### src/oqrbv_pkg.sv
// ----------------------------------------------------------------------------
// oqrbv_pkg - ordered queue shared definitions
// Depth, widths, opcode and status codes, controller/datapath structs.
// ----------------------------------------------------------------------------
package oqrbv_pkg;

    localparam int QUEUE_DEPTH = 16;
    localparam int CNT_W       = $clog2(QUEUE_DEPTH + 1);
    localparam int IDX_W       = $clog2(QUEUE_DEPTH);
    localparam int VAL_W       = 32;

    localparam logic [1:0] OP_APPEND = 2'd0;
    localparam logic [1:0] OP_REMOVE = 2'd1;
    localparam logic [1:0] OP_DRAIN  = 2'd2;

    localparam logic [1:0] ST_OK        = 2'd0;
    localparam logic [1:0] ST_FULL      = 2'd1;
    localparam logic [1:0] ST_NOT_FOUND = 2'd2;
    localparam logic [1:0] ST_EMPTY     = 2'd3;

    typedef struct packed {
        logic       append;
        logic       remove;
        logic       pop;
        logic       load;
        logic       sel_head;
        logic [1:0] status;
        logic       last;
    } t_cmd;

    typedef struct packed {
        logic empty;
        logic full;
        logic one;
        logic found;
    } t_stat;

endpackage

### src/oqrbv_if.sv
// ----------------------------------------------------------------------------
// oqrbv_in_if / oqrbv_out_if - valid/ready channels of the ordered queue
// Input words carry an opcode and a value; output words a value and status.
// ----------------------------------------------------------------------------
interface oqrbv_in_if;
    import oqrbv_pkg::*;

    logic                    valid;
    logic                    ready;
    logic [1:0]              opcode;
    logic signed [VAL_W-1:0] item_value;

    modport source (output valid, output opcode, output item_value, input ready);
    modport sink   (input valid, input opcode, input item_value, output ready);
endinterface

interface oqrbv_out_if;
    import oqrbv_pkg::*;

    logic                    valid;
    logic                    ready;
    logic signed [VAL_W-1:0] out_value;
    logic [1:0]              status;
    logic                    last;

    modport source (output valid, output out_value, output status, output last, input ready);
    modport sink   (input valid, input out_value, input status, input last, output ready);
endinterface

### src/oqrbv_ctrl.sv
// ----------------------------------------------------------------------------
// oqrbv_ctrl - ordered queue controller
// Decodes input words, sequences the drain and owns the output valid flag.
// ----------------------------------------------------------------------------
module oqrbv_ctrl (
    input  logic              i_clk,
    input  logic              i_rst_n,
    input  logic              i_in_valid,
    output logic              o_in_ready,
    input  logic [1:0]        i_opcode,
    output logic              o_out_valid,
    input  logic              i_out_ready,
    input  oqrbv_pkg::t_stat  i_stat,
    output oqrbv_pkg::t_cmd   o_cmd
);
    import oqrbv_pkg::*;

    localparam logic S_IDLE  = 1'b0;
    localparam logic S_DRAIN = 1'b1;

    logic r_state, n_state;
    logic r_out_valid, n_out_valid;
    logic out_free;
    logic accept;
    t_cmd cmd;

    assign out_free   = !r_out_valid || i_out_ready;
    assign o_in_ready = (r_state == S_IDLE) && out_free;
    assign accept     = i_in_valid && o_in_ready;

    always_comb begin
        n_state = r_state;
        cmd     = '0;
        case (r_state)
            S_IDLE: begin
                if (accept) begin
                    case (i_opcode)
                        OP_APPEND: begin
                            cmd.append = !i_stat.full;
                            cmd.load   = 1'b1;
                            cmd.status = i_stat.full ? ST_FULL : ST_OK;
                            cmd.last   = 1'b1;
                        end
                        OP_REMOVE: begin
                            cmd.remove = !i_stat.empty && i_stat.found;
                            cmd.load   = 1'b1;
                            cmd.last   = 1'b1;
                            if (i_stat.empty) begin
                                cmd.status = ST_EMPTY;
                            end else if (!i_stat.found) begin
                                cmd.status = ST_NOT_FOUND;
                            end else begin
                                cmd.status = ST_OK;
                            end
                        end
                        OP_DRAIN: begin
                            if (i_stat.empty) begin
                                cmd.load   = 1'b1;
                                cmd.status = ST_EMPTY;
                                cmd.last   = 1'b1;
                            end else begin
                                n_state = S_DRAIN;
                            end
                        end
                        default: begin
                        end
                    endcase
                end
            end
            S_DRAIN: begin
                if (out_free) begin
                    cmd.pop      = 1'b1;
                    cmd.load     = 1'b1;
                    cmd.sel_head = 1'b1;
                    cmd.status   = ST_OK;
                    cmd.last     = i_stat.one;
                    if (i_stat.one) begin
                        n_state = S_IDLE;
                    end
                end
            end
            default: begin
                n_state = S_IDLE;
            end
        endcase
    end

    always_comb begin
        if (cmd.load) begin
            n_out_valid = 1'b1;
        end else if (i_out_ready) begin
            n_out_valid = 1'b0;
        end else begin
            n_out_valid = r_out_valid;
        end
    end

    always_ff @(posedge i_clk) begin
        if (!i_rst_n) begin
            r_state     <= S_IDLE;
            r_out_valid <= 1'b0;
        end else begin
            r_state     <= n_state;
            r_out_valid <= n_out_valid;
        end
    end

    assign o_out_valid = r_out_valid;
    assign o_cmd       = cmd;

endmodule

### src/oqrbv_dp.sv
// ----------------------------------------------------------------------------
// oqrbv_dp - ordered queue datapath
// Entry cells with per-entry compare, gap closing shift, count, output word.
// ----------------------------------------------------------------------------
module oqrbv_dp (
    input  logic                               i_clk,
    input  logic                               i_rst_n,
    input  logic signed [oqrbv_pkg::VAL_W-1:0] i_item_value,
    input  oqrbv_pkg::t_cmd                    i_cmd,
    output oqrbv_pkg::t_stat                   o_stat,
    output logic signed [oqrbv_pkg::VAL_W-1:0] o_out_value,
    output logic [1:0]                         o_status,
    output logic                               o_last
);
    import oqrbv_pkg::*;

    logic signed [VAL_W-1:0] r_store [QUEUE_DEPTH];
    logic [CNT_W-1:0]        r_count, n_count;
    logic [QUEUE_DEPTH-1:0]  match;
    logic [QUEUE_DEPTH-1:0]  shift;
    logic signed [VAL_W-1:0] r_out_value;
    logic [1:0]              r_status;
    logic                    r_last;

    // compare cells, then mark every entry at or behind the first match
    always_comb begin
        for (int i = 0; i < QUEUE_DEPTH; i++) begin
            match[i] = (CNT_W'(i) < r_count) && (r_store[i] == i_item_value);
        end
        for (int i = 0; i < QUEUE_DEPTH; i++) begin
            shift[i] = |(match & ({QUEUE_DEPTH{1'b1}} >> (QUEUE_DEPTH - 1 - i)));
        end
    end

    assign o_stat.empty = (r_count == '0);
    assign o_stat.full  = (r_count == CNT_W'(QUEUE_DEPTH));
    assign o_stat.one   = (r_count == CNT_W'(1));
    assign o_stat.found = |match;

    always_ff @(posedge i_clk) begin
        for (int i = 0; i < QUEUE_DEPTH; i++) begin
            if (i_cmd.append && (r_count[IDX_W-1:0] == IDX_W'(i))) begin
                r_store[i] <= i_item_value;
            end else if (((i_cmd.remove && shift[i]) || i_cmd.pop) && (i < QUEUE_DEPTH - 1)) begin
                r_store[i] <= r_store[(i + 1) % QUEUE_DEPTH];
            end
        end
    end

    always_comb begin
        n_count = r_count;
        if (i_cmd.append) begin
            n_count = r_count + CNT_W'(1);
        end else if (i_cmd.remove || i_cmd.pop) begin
            n_count = r_count - CNT_W'(1);
        end
    end

    always_ff @(posedge i_clk) begin
        if (!i_rst_n) begin
            r_count <= '0;
        end else begin
            r_count <= n_count;
        end
    end

    always_ff @(posedge i_clk) begin
        if (i_cmd.load) begin
            r_out_value <= i_cmd.sel_head ? r_store[0] : '0;
            r_status    <= i_cmd.status;
            r_last      <= i_cmd.last;
        end
    end

    assign o_out_value = r_out_value;
    assign o_status    = r_status;
    assign o_last      = r_last;

endmodule

### src/ordered_queue_remove_by_value.sv
// ----------------------------------------------------------------------------
// ordered_queue_remove_by_value - bounded ordered queue with delete by value
// Input words on i_in: opcode (append, remove first match, drain) and a value.
// Output words on o_out: value, status and a last flag on the final word of
// each input word.
// Append and remove give one status word each; the input word's result sits
// in the output register in the cycle after it is taken. The compare cells
// find the first match and close the gap as the word is taken.
// A drain gives one word per held entry, one per cycle while o_out is not
// stalled, head first, popping the head cell each time; no input is taken
// until the final entry leaves. An empty drain gives a single empty status
// word. Opcode three is taken and gives nothing.
// Sustained rate: one input word per cycle for append and remove while o_out
// is not stalled; a drain takes no new input word until it is through.
// Reset empties the queue and clears the output valid flag; entry contents
// are not cleared. While o_out is stalled the output word holds and a new
// input word is taken only in the cycle that the held word is taken.
// ----------------------------------------------------------------------------
module ordered_queue_remove_by_value (
    input  logic  i_clk,
    input  logic  i_rst_n,
    oqrbv_in_if.sink    i_in,
    oqrbv_out_if.source o_out
);
    import oqrbv_pkg::*;

    t_cmd  cmd;
    t_stat stat;

    oqrbv_ctrl u_ctrl (
        .i_clk       (i_clk),
        .i_rst_n     (i_rst_n),
        .i_in_valid  (i_in.valid),
        .o_in_ready  (i_in.ready),
        .i_opcode    (i_in.opcode),
        .o_out_valid (o_out.valid),
        .i_out_ready (o_out.ready),
        .i_stat      (stat),
        .o_cmd       (cmd)
    );

    oqrbv_dp u_dp (
        .i_clk        (i_clk),
        .i_rst_n      (i_rst_n),
        .i_item_value (i_in.item_value),
        .i_cmd        (cmd),
        .o_stat       (stat),
        .o_out_value  (o_out.out_value),
        .o_status     (o_out.status),
        .o_last       (o_out.last)
    );

endmodule
### src/flat_wrapper.sv
// flat-port wrapper written by rule: the top's interface ports become plain ports
module ordered_queue_remove_by_value_flat import oqrbv_pkg::*;
  (i_clk, i_rst_n, i_in_valid, i_in_opcode, i_in_item_value, i_in_ready, o_out_valid, o_out_out_value, o_out_status, o_out_last, o_out_ready);
  oqrbv_in_if i_in_i ();
  oqrbv_out_if o_out_i ();
  input  logic i_clk;
  input  logic i_rst_n;
  input wire logic [$bits(i_in_i.valid)-1:0] i_in_valid;
  input wire logic [$bits(i_in_i.opcode)-1:0] i_in_opcode;
  input wire logic [$bits(i_in_i.item_value)-1:0] i_in_item_value;
  output wire logic [$bits(i_in_i.ready)-1:0] i_in_ready;
  output wire logic [$bits(o_out_i.valid)-1:0] o_out_valid;
  output wire logic [$bits(o_out_i.out_value)-1:0] o_out_out_value;
  output wire logic [$bits(o_out_i.status)-1:0] o_out_status;
  output wire logic [$bits(o_out_i.last)-1:0] o_out_last;
  input wire logic [$bits(o_out_i.ready)-1:0] o_out_ready;
  assign i_in_i.valid = i_in_valid;
  assign i_in_i.opcode = i_in_opcode;
  assign i_in_i.item_value = i_in_item_value;
  assign i_in_ready = i_in_i.ready;
  assign o_out_valid = o_out_i.valid;
  assign o_out_out_value = o_out_i.out_value;
  assign o_out_status = o_out_i.status;
  assign o_out_last = o_out_i.last;
  assign o_out_i.ready = o_out_ready;
  ordered_queue_remove_by_value u_core (.i_clk(i_clk), .i_rst_n(i_rst_n), .i_in(i_in_i), .o_out(o_out_i));
endmodule
### config.mk
export PLATFORM = sky130hd
export DESIGN_NAME = ordered_queue_remove_by_value_flat
export DESIGN_NICKNAME = d
export VERILOG_FILES = /design/src/oqrbv_pkg.sv /design/src/oqrbv_if.sv /design/src/oqrbv_ctrl.sv /design/src/oqrbv_dp.sv /design/src/ordered_queue_remove_by_value.sv /design/src/flat_wrapper.sv
export SDC_FILE = /design/constraint.sdc
export NUM_CORES = 1
export LEC_CHECK = 0
export BUFFER_PORTS_ARGS = -buffer_cell sky130_fd_sc_hd__buf_2
export CAP_MARGIN = 0
export CELL_PAD_IN_SITES_DETAIL_PLACEMENT = 1
export CELL_PAD_IN_SITES_GLOBAL_PLACEMENT = 2
export CORE_ASPECT_RATIO = 0.6
export CORE_MARGIN = 2
export CORE_UTILIZATION = 45
export CTS_BUF_LIST = sky130_fd_sc_hd__clkbuf_4
export CTS_CLUSTER_SIZE = 25
export DETAILED_ROUTE_END_ITERATION = 8
export PLACE_DENSITY_LB_ADDON = 0.25
export SYNTH_ARGS = -nofsm -noshare
export SYNTH_HDL_FRONTEND = slang
export SYNTH_HIERARCHICAL = 1
export SYNTH_SLANG_ARGS = --single-unit
### constraint.sdc
create_clock -name i_clk -period 16.3 [get_ports i_clk]
set_input_delay 0.815 -clock i_clk [delete_from_list [all_inputs] [get_ports i_clk]]
set_output_delay 0.815 -clock i_clk [all_outputs]
set_load 0.02 [all_outputs]
==> results of run 1 <==
==> critical path: cells and delay by family <==
kind	cells	cell delay, ps
and+or+nand+nor	9	3140
AOI/OAI and AO/OA	3	1400
buffers and inverters	4	950
muxes	1	430
xor gates and xnor gates	1	330
==> power by group <==
part           internal [uW]  switching (uW)  total (uW)
registers               1600            21.1        1620
clock network            593             601        1190
logic                    122             196         318
==> layout make-up <==
cell class                 instances  area (sq um)
clock buffer                     207          1550
sequential                       554         16600
multi-input combinational       1392         12700
inverter                           7          26.3
clock inverter                    30           140
fill                            6619         33300
antenna                            1          2.50
tap                              900          1130
timing repair buffer             135           828
==> metal layers <==
metal  GRT usage (%)  part of all wire (%)  up-vias  wire length [um]
met2            36.3                    38      862             37300
met1            46.0                    49    10100             48700
li1                -                     -     8119                 -
met5               0                     0        -                 0
met4            4.84                   1.1        0              1120
met3            9.34                    12      100             11500
==> flip-flops by register name, indices dropped and copies added (netlist names) <==
signal / flops
u_core/u_dp/o_out_value: 32
u_core/u_dp/r_count: 5
u_core/u_dp/r_store: 512
u_core/u_ctrl/o_out_valid: 1
u_core/u_dp/o_last: 1
u_core/u_dp/o_status: 2
u_core/u_ctrl/r_state: 1
==> path summary, 6_finish.rpt <==
path	from	endpoint	slack, ps	depth (start not counted)
setup reg to reg	u_core/u_dp/r_count[4]	u_core/u_dp/r_store[1][101]	9870	14
hold / removal	i_rst_n	u_core/u_dp/r_count[1]	220	2
hold reg to reg	u_core/u_dp/r_store[0][127]	u_core/u_dp/r_store[0][95]	560	1
setup / recovery	i_in_item_value[27]	u_core/u_dp/r_store[1][55]	9750	18
==> cells in the final DEF, fill, tap and decap left out, types with 4 or more instances in the layout <==
| cell | count |
|---|---|
| and3_1 | 5 |
| mux2_1 | 8 |
| buf_2 | 74 |
| o21ai_2 | 6 |
| and2_1 | 37 |
| nand2_1 | 32 |
| edfxtp_1 | 547 |
| buf_4 | 61 |
| mux2_2 | 442 |
| o211ai_1 | 4 |
| o21ai_0 | 6 |
| xor2_1 | 273 |
| nand3_1 | 17 |
| mux2_4 | 30 |
| nand2b_1 | 4 |
| clkinv_1 | 23 |
| a21oi_1 | 10 |
| a41oi_1 | 4 |
| xnor2_1 | 242 |
| a31oi_4 | 6 |
| dfxtp_1 | 7 |
| inv_1 | 6 |
| nand4_1 | 73 |
| inv_2 | 6 |
| clkbuf_4 | 207 |
| nor2_1 | 21 |
| ha_1 | 5 |
| nor3_1 | 23 |
| nor4_1 | 77 |
==> through the flow <==
step                instance area (sq um)  cells  hold slack, ps
global route                        33000   3226             158
detailed placement                  31300   2988             554
finish                              33000   3226             218
CTS                                 33000   3225             137
global placement                    31300   2988             548
floorplan                           30200   2141             523
==> logic make-up (layout without fill, tap and decap cells) <==
group | Yosys count | count (layout) | synth area share [%]
DFF | 554 | 554 | 54.8
muxes | 480 | 480 | 18.3
xor gates and xnor gates | 515 | 515 | 14.9
other | 0 | 1 | 0
and+or+nand+nor | 322 | 322 | 6.32
adders and majority gates | 5 | 5 | 0.207
AOI/OAI and AO/OA | 70 | 70 | 1.79
buffers and inverters | 195 | 379 | 3.68
==> impl_metrics.yaml, run 1 <==
status:
  status: "complete, no violations"
clock_network:
  htreeDepth: 4
  cts_hold_buf: 0
  numCtsBuffers: 141
  clk_path_buf_depth: 3
  clock-root-buffer: "clkbuf_4"
  path_clk_slew_ps: 80
  cts.sinks: 554
  ctsResizeCount: 0
  post_cts_buffers: 0
  clock_latency_ps: 960
  cts_tree: "done"
setup_path:
  endpoint_kind: "flop"
  cp_max_fo: 32
  crit_path_cell_trace: "buf_2, buf_4, xor2_1, nor4_1, nand3_1, nor4b_2, or4b_1, nor3_1, nand3_1, a41o_1, nand2_1, nor4_1, inv_1, a41oi_2, nor2_1, buf_4, a21oi_4, mux2_2"
  slowest_stage: "a21oi_4"
  worstPathArrival_ps: 7170
  critical_path.max_stage_delay_ps: 930
  worstPathRequired_ps: 16920
  worstSetupPathType: "in2reg"
  cp-start-kind: "input pin"
final_layout:
  drive_above_1_share_pct: 37.2
  area_delta_synth_final_pct: 9.15
  nNetsFinal: 2274
  final_util_pct: 49.7
timing:
  min_period_over_period_pct: 40.2
  post-route-min-period_ps: 6550
  setup_slack_ps: 9750
  slew_headroom_pct: 17.1
  clock_skew_ps: 87.2
  rsz0062_at_grt: "false"
  setup_viol: 0
  fin_tns_setup_ps: 0
  tightest_slew_ps: 1240
  hold_viol_final: 0
  final-max-slew-violation-count: 0
  fmax_mhz: 153
yosys:
  yosys.area.top_type: "edfxtp_1"
  yosysMostFrequentCell: "edfxtp_1"
  synthCells: 2141
  synth_common_cells: "edfxtp_1, mux2_2, xor2_1"
  netlist.area_leader.share_pct: 54.4
  synth-main-ff-cell: "edfxtp_1"
  synth_cell_type_count: 71
  synth_seq_area_share_pct: 54.8
  syn_avg_cell_area_sq_um: 14.1
  synth_seq_cells: 554
  syn_nets: 2184
  synth_edf_count: 547
  synthArstFlopShare_pct: 0
  synthTopCellsByArea: "edfxtp_1, mux2_2, xor2_1"
  yosysWarnings: 6
  synth_area_sq_um: 30200
grt:
  grt_max_degree: 49
  grt_pass1_wl_um: 141000
  grtUsageTotal_pct: 28.5
  antenna_found_initial: 5
  grt.overflow.total: 0
  grt_pass1_vias: 19300
floorplan:
  core_sq_um: 66300
  start_util_pct: 45.6
  die-width_um: 339
  die_h_um: 205
  io_pins: 75
  die_area_sq_um: 69300
  rows: 73
drt:
  vias: 19200
  ant_nets: 0
  dr.pass1.iters: 6
  wl_per_cell_um: 30.6
  drtIter0Drc: 2328
  drt_wl_total_um: 98700
  via_per_inst: 5.94
  drc: 0
pwr:
  p_total_uw: 3130
  powerDensity_nw_per_um2: 95.0
  leakage_uw: 0.0109
  ir_drop_mv: 0.0412
job:
  max_cap_viol_count: 0
place:
  place_ws_ps: 9100
  portBuffers: 74
  dp_hpwl_um: 69000
  routabilityCongestion: 0.953
min_path:
  hold_path_class: "in2reg"
Note: power is estimated with default switching activity, not from simulation.
==> run 2: changes to the inputs <==
--- a/config.mk
+++ b/config.mk
@@ -5,13 +5,14 @@
 export SDC_FILE = /design/constraint.sdc
 export NUM_CORES = 1
 export LEC_CHECK = 0
+export ABC_AREA = 1
 export BUFFER_PORTS_ARGS = -buffer_cell sky130_fd_sc_hd__buf_2
 export CAP_MARGIN = 0
 export CELL_PAD_IN_SITES_DETAIL_PLACEMENT = 1
 export CELL_PAD_IN_SITES_GLOBAL_PLACEMENT = 2
 export CORE_ASPECT_RATIO = 0.6
 export CORE_MARGIN = 2
-export CORE_UTILIZATION = 45
+export CORE_UTILIZATION = 40
 export CTS_BUF_LIST = sky130_fd_sc_hd__clkbuf_4
 export CTS_CLUSTER_SIZE = 25
 export DETAILED_ROUTE_END_ITERATION = 8
==> constraint.sdc (replaced) <==
create_clock -name i_clk -period 6.25 [get_ports i_clk]
set_input_delay 0.3125 -clock i_clk [delete_from_list [all_inputs] [get_ports i_clk]]
set_output_delay 0.3125 -clock i_clk [all_outputs]
set_load 0.02 [all_outputs]
==> run 2 against run 1 <==
Clock skew fell by 16 ps; non-clock buffer count is 82 higher; cell area rose by 12%; critical endpoint is now u_core/u_dp/r_store[1][160]; largest power group unchanged.
==> impl_metrics.yaml, run 2 <==
status:
  status: "complete, no violations"
drt:
  top_layer_used: "met5"
  dr_wl_met2_um: 59200
  vias: 31800
  drt_wl_total_um: 162000
  drc: 0
  drtIter0Drc: 4689
  dr.pass1.iters: 6
  via_per_inst: 5.73
  wl_per_cell_um: 29.2
  wl_met1_um: 76900
  route.met3.wl_um: 22200
  ant_nets: 0
min_path:
  min-delay-start: "i_rst_n"
  holdPathEnd: "u_core/u_ctrl/r_state"
  hold_path_class: "in2reg"
  min_path_cells: 4
final_layout:
  final_util_pct: 44.3
  drive_above_1_share_pct: 11.4
  layout_commonest_cell: "nand2_1"
  largest_register_ff_count: 512
  fillers: 10200
  area_delta_synth_final_pct: 9.84
  regMostFlops: "u_core/u_dp/r_store"
  most-common-layout-cells: "nand2_1, edfxtp_1, nor2_1"
  instances_no_fill: 5555
  nNetsFinal: 4375
setup_path:
  endpoint_kind: "flop"
  worstPathRequired_ps: 7170
  critical_path.max_stage_delay_ps: 790
  crit_path_frequent_cell: "nor2_1"
  reg2reg_from: "u_core/u_dp/r_count[1]"
  rrSetupSlack_ps: 510
  worstPathArrival_ps: 6660
  r2r_cells: 24
  slowest_stage: "nand2_2"
  crit_path_cell_trace: "inv_1, ha_1, inv_1, nor2_2, inv_1, nand2_1, nor2_1, nand3_1, nor2_1, nor2_1, nand2_1, nor2_1, nand3_1, inv_1, nor2_1, nand3_1, nor2_1, nor2_1, inv_2, o21ai_4, nand3_2, nand2_2, nand2_1, nand2_1"
  timing.rr.end: "u_core/u_dp/r_store[1][160]"
  cp-start-kind: "flop"
  worstSetupPathType: "reg2reg"
  cp_max_fo: 33
floorplan:
  die_area_sq_um: 86500
  die_h_um: 229
  rows: 82
  start_util_pct: 40.3
  core_sq_um: 83400
  die-width_um: 378
  io_pins: 75
clock_network:
  cts_tree: "done"
  ctsResizeCount: 0
  htreeDepth: 4
  post_cts_buffers: 0
  clock_latency_ps: 1110
  path_clk_slew_ps: 70
  clk_path_buf_depth: 3
  cts.sinks: 554
  numCtsBuffers: 148
  clock-root-buffer: "clkbuf_4"
timing:
  tightest_slew_ps: 1110
  final-max-slew-violation-count: 0
  slew_headroom_pct: 25.8
  setup_viol: 0
  hold_viol_final: 0
  post-route-min-period_ps: 5740
  clock_skew_ps: 71.5
  min_period_over_period_pct: 91.8
  rsz0062_at_grt: "false"
  worst_hold_slack_ps: 181
  fin_tns_setup_ps: 0
  fmax_mhz: 174
yosys:
  synth_seq_cells: 554
  yosysWarnings: 6
  netlist.area_leader.share_pct: 48.8
  synth-main-ff-cell: "edfxtp_1"
  syn_avg_cell_area_sq_um: 7.96
  synthCells: 4225
  synthArstFlopShare_pct: 0
  synth_edf_count: 547
  synth_cell_type_count: 55
  synth_common_cells: "nand2_1, edfxtp_1, nor2_1"
  syn_nets: 4268
  synthTopCellsByArea: "edfxtp_1, nand2_1, nand3_1"
  synth_area_sq_um: 33600
  synth_seq_area_share_pct: 49.2
  yosys.area.top_type: "edfxtp_1"
  yosysMostFrequentCell: "nand2_1"
grt:
  grt.overflow.total: 0
  grt_pass1_wl_um: 226000
  grtUsageTotal_pct: 37.2
  grt_pass1_vias: 29900
  antenna_found_initial: 5
  grt_max_degree: 77
pwr:
  leakage_uw: 0.0162
  powerDensity_nw_per_um2: 233
  p_total_uw: 8630
  ir_drop_mv: 0.161
place:
  dp_cells: 5276
  dp_hpwl_um: 112000
  portBuffers: 74
  routabilityCongestion: 0.981
job:
  max_cap_viol_count: 0
## run 2: worst max-delay path: cells and delay by family (launching register included)
kind / cells / cell delay (ps)
AND/OR/NAND/NOR: 17 / 3870
buffers and inverters: 5 / 690
flip-flops: 1 / 430
AO/OA/AOI/OAI: 1 / 310
adder cells (fa/ha/maj): 1 / 230
## run 2: metrics by stage
| stage | area [sq um] | setup slack [ps] |
|---|---|---|
| after CTS | 36900 | 721 |
| after floorplan | 33600 | 2080 |
| after detailed placement | 34800 | 614 |
| final | 36900 | 510 |
| after global placement | 34800 | 775 |
| after global routing | 36900 | 149 |
## run 2: cell type report
type                       count  area, sq um  share of cell area [%]
inverter                     347         1300                    3.53
timing repair buffer         217         1570                    4.25
sequential                   554        16600                    44.8
antenna                        2         5.00                  0.0135
tap                         1134         1420                    3.84
clock inverter                37          283                   0.765
clock buffer                 200         1500                    4.06
multi-input combinational   3064        14300                    38.7
## run 2: power breakdown
part / switching, uW / internal (uW)
clock: 1700 / 1670
sequential: 28.9 / 4140
combinational: 809 / 276
## run 2: cell families after synthesis
family / Yosys count / share of synthesized area (%)
xor+xnor: 209 / 5.44
simple gates: 2487 / 30.9
fa+ha+maj: 5 / 0.186
flops: 554 / 49.2
buf+inv: 607 / 8.34
compound gates: 363 / 5.86
## run 2: what timing repair did
item | CTS | global route
endpoints found under the setup margin | 0 | 0
hold buffers | 40 | 0
hold endpoints to repair | 295 | 0
## run 2: worst max path at each step
stage | startpoint | endpoint | slack (ps) | cells after the start
floorplan | i_in_item_value[17] | u_core/u_dp/r_store[0][192] | 2080 | 25
global placement | i_in_item_value[12] | u_core/u_dp/r_store[1][174] | 770 | 24
detailed placement | i_in_item_value[12] | u_core/u_dp/r_store[1][175] | 610 | 24
CTS | u_core/u_dp/r_count[1] | u_core/u_dp/r_store[1][160] | 720 | 24
global route | u_core/u_dp/r_count[1] | u_core/u_dp/r_store[1][172] | 150 | 24
finish | u_core/u_dp/r_count[1] | u_core/u_dp/r_store[1][160] | 510 | 24
## run 2: routing by layer
metal / vias up / GRT usage (%)
met1: 15700 / 59.7
met2: 1892 / 46.1
met3: 208 / 11.9
met5: - / 0
met4: 8 / 10.2
li1: 14000 / -
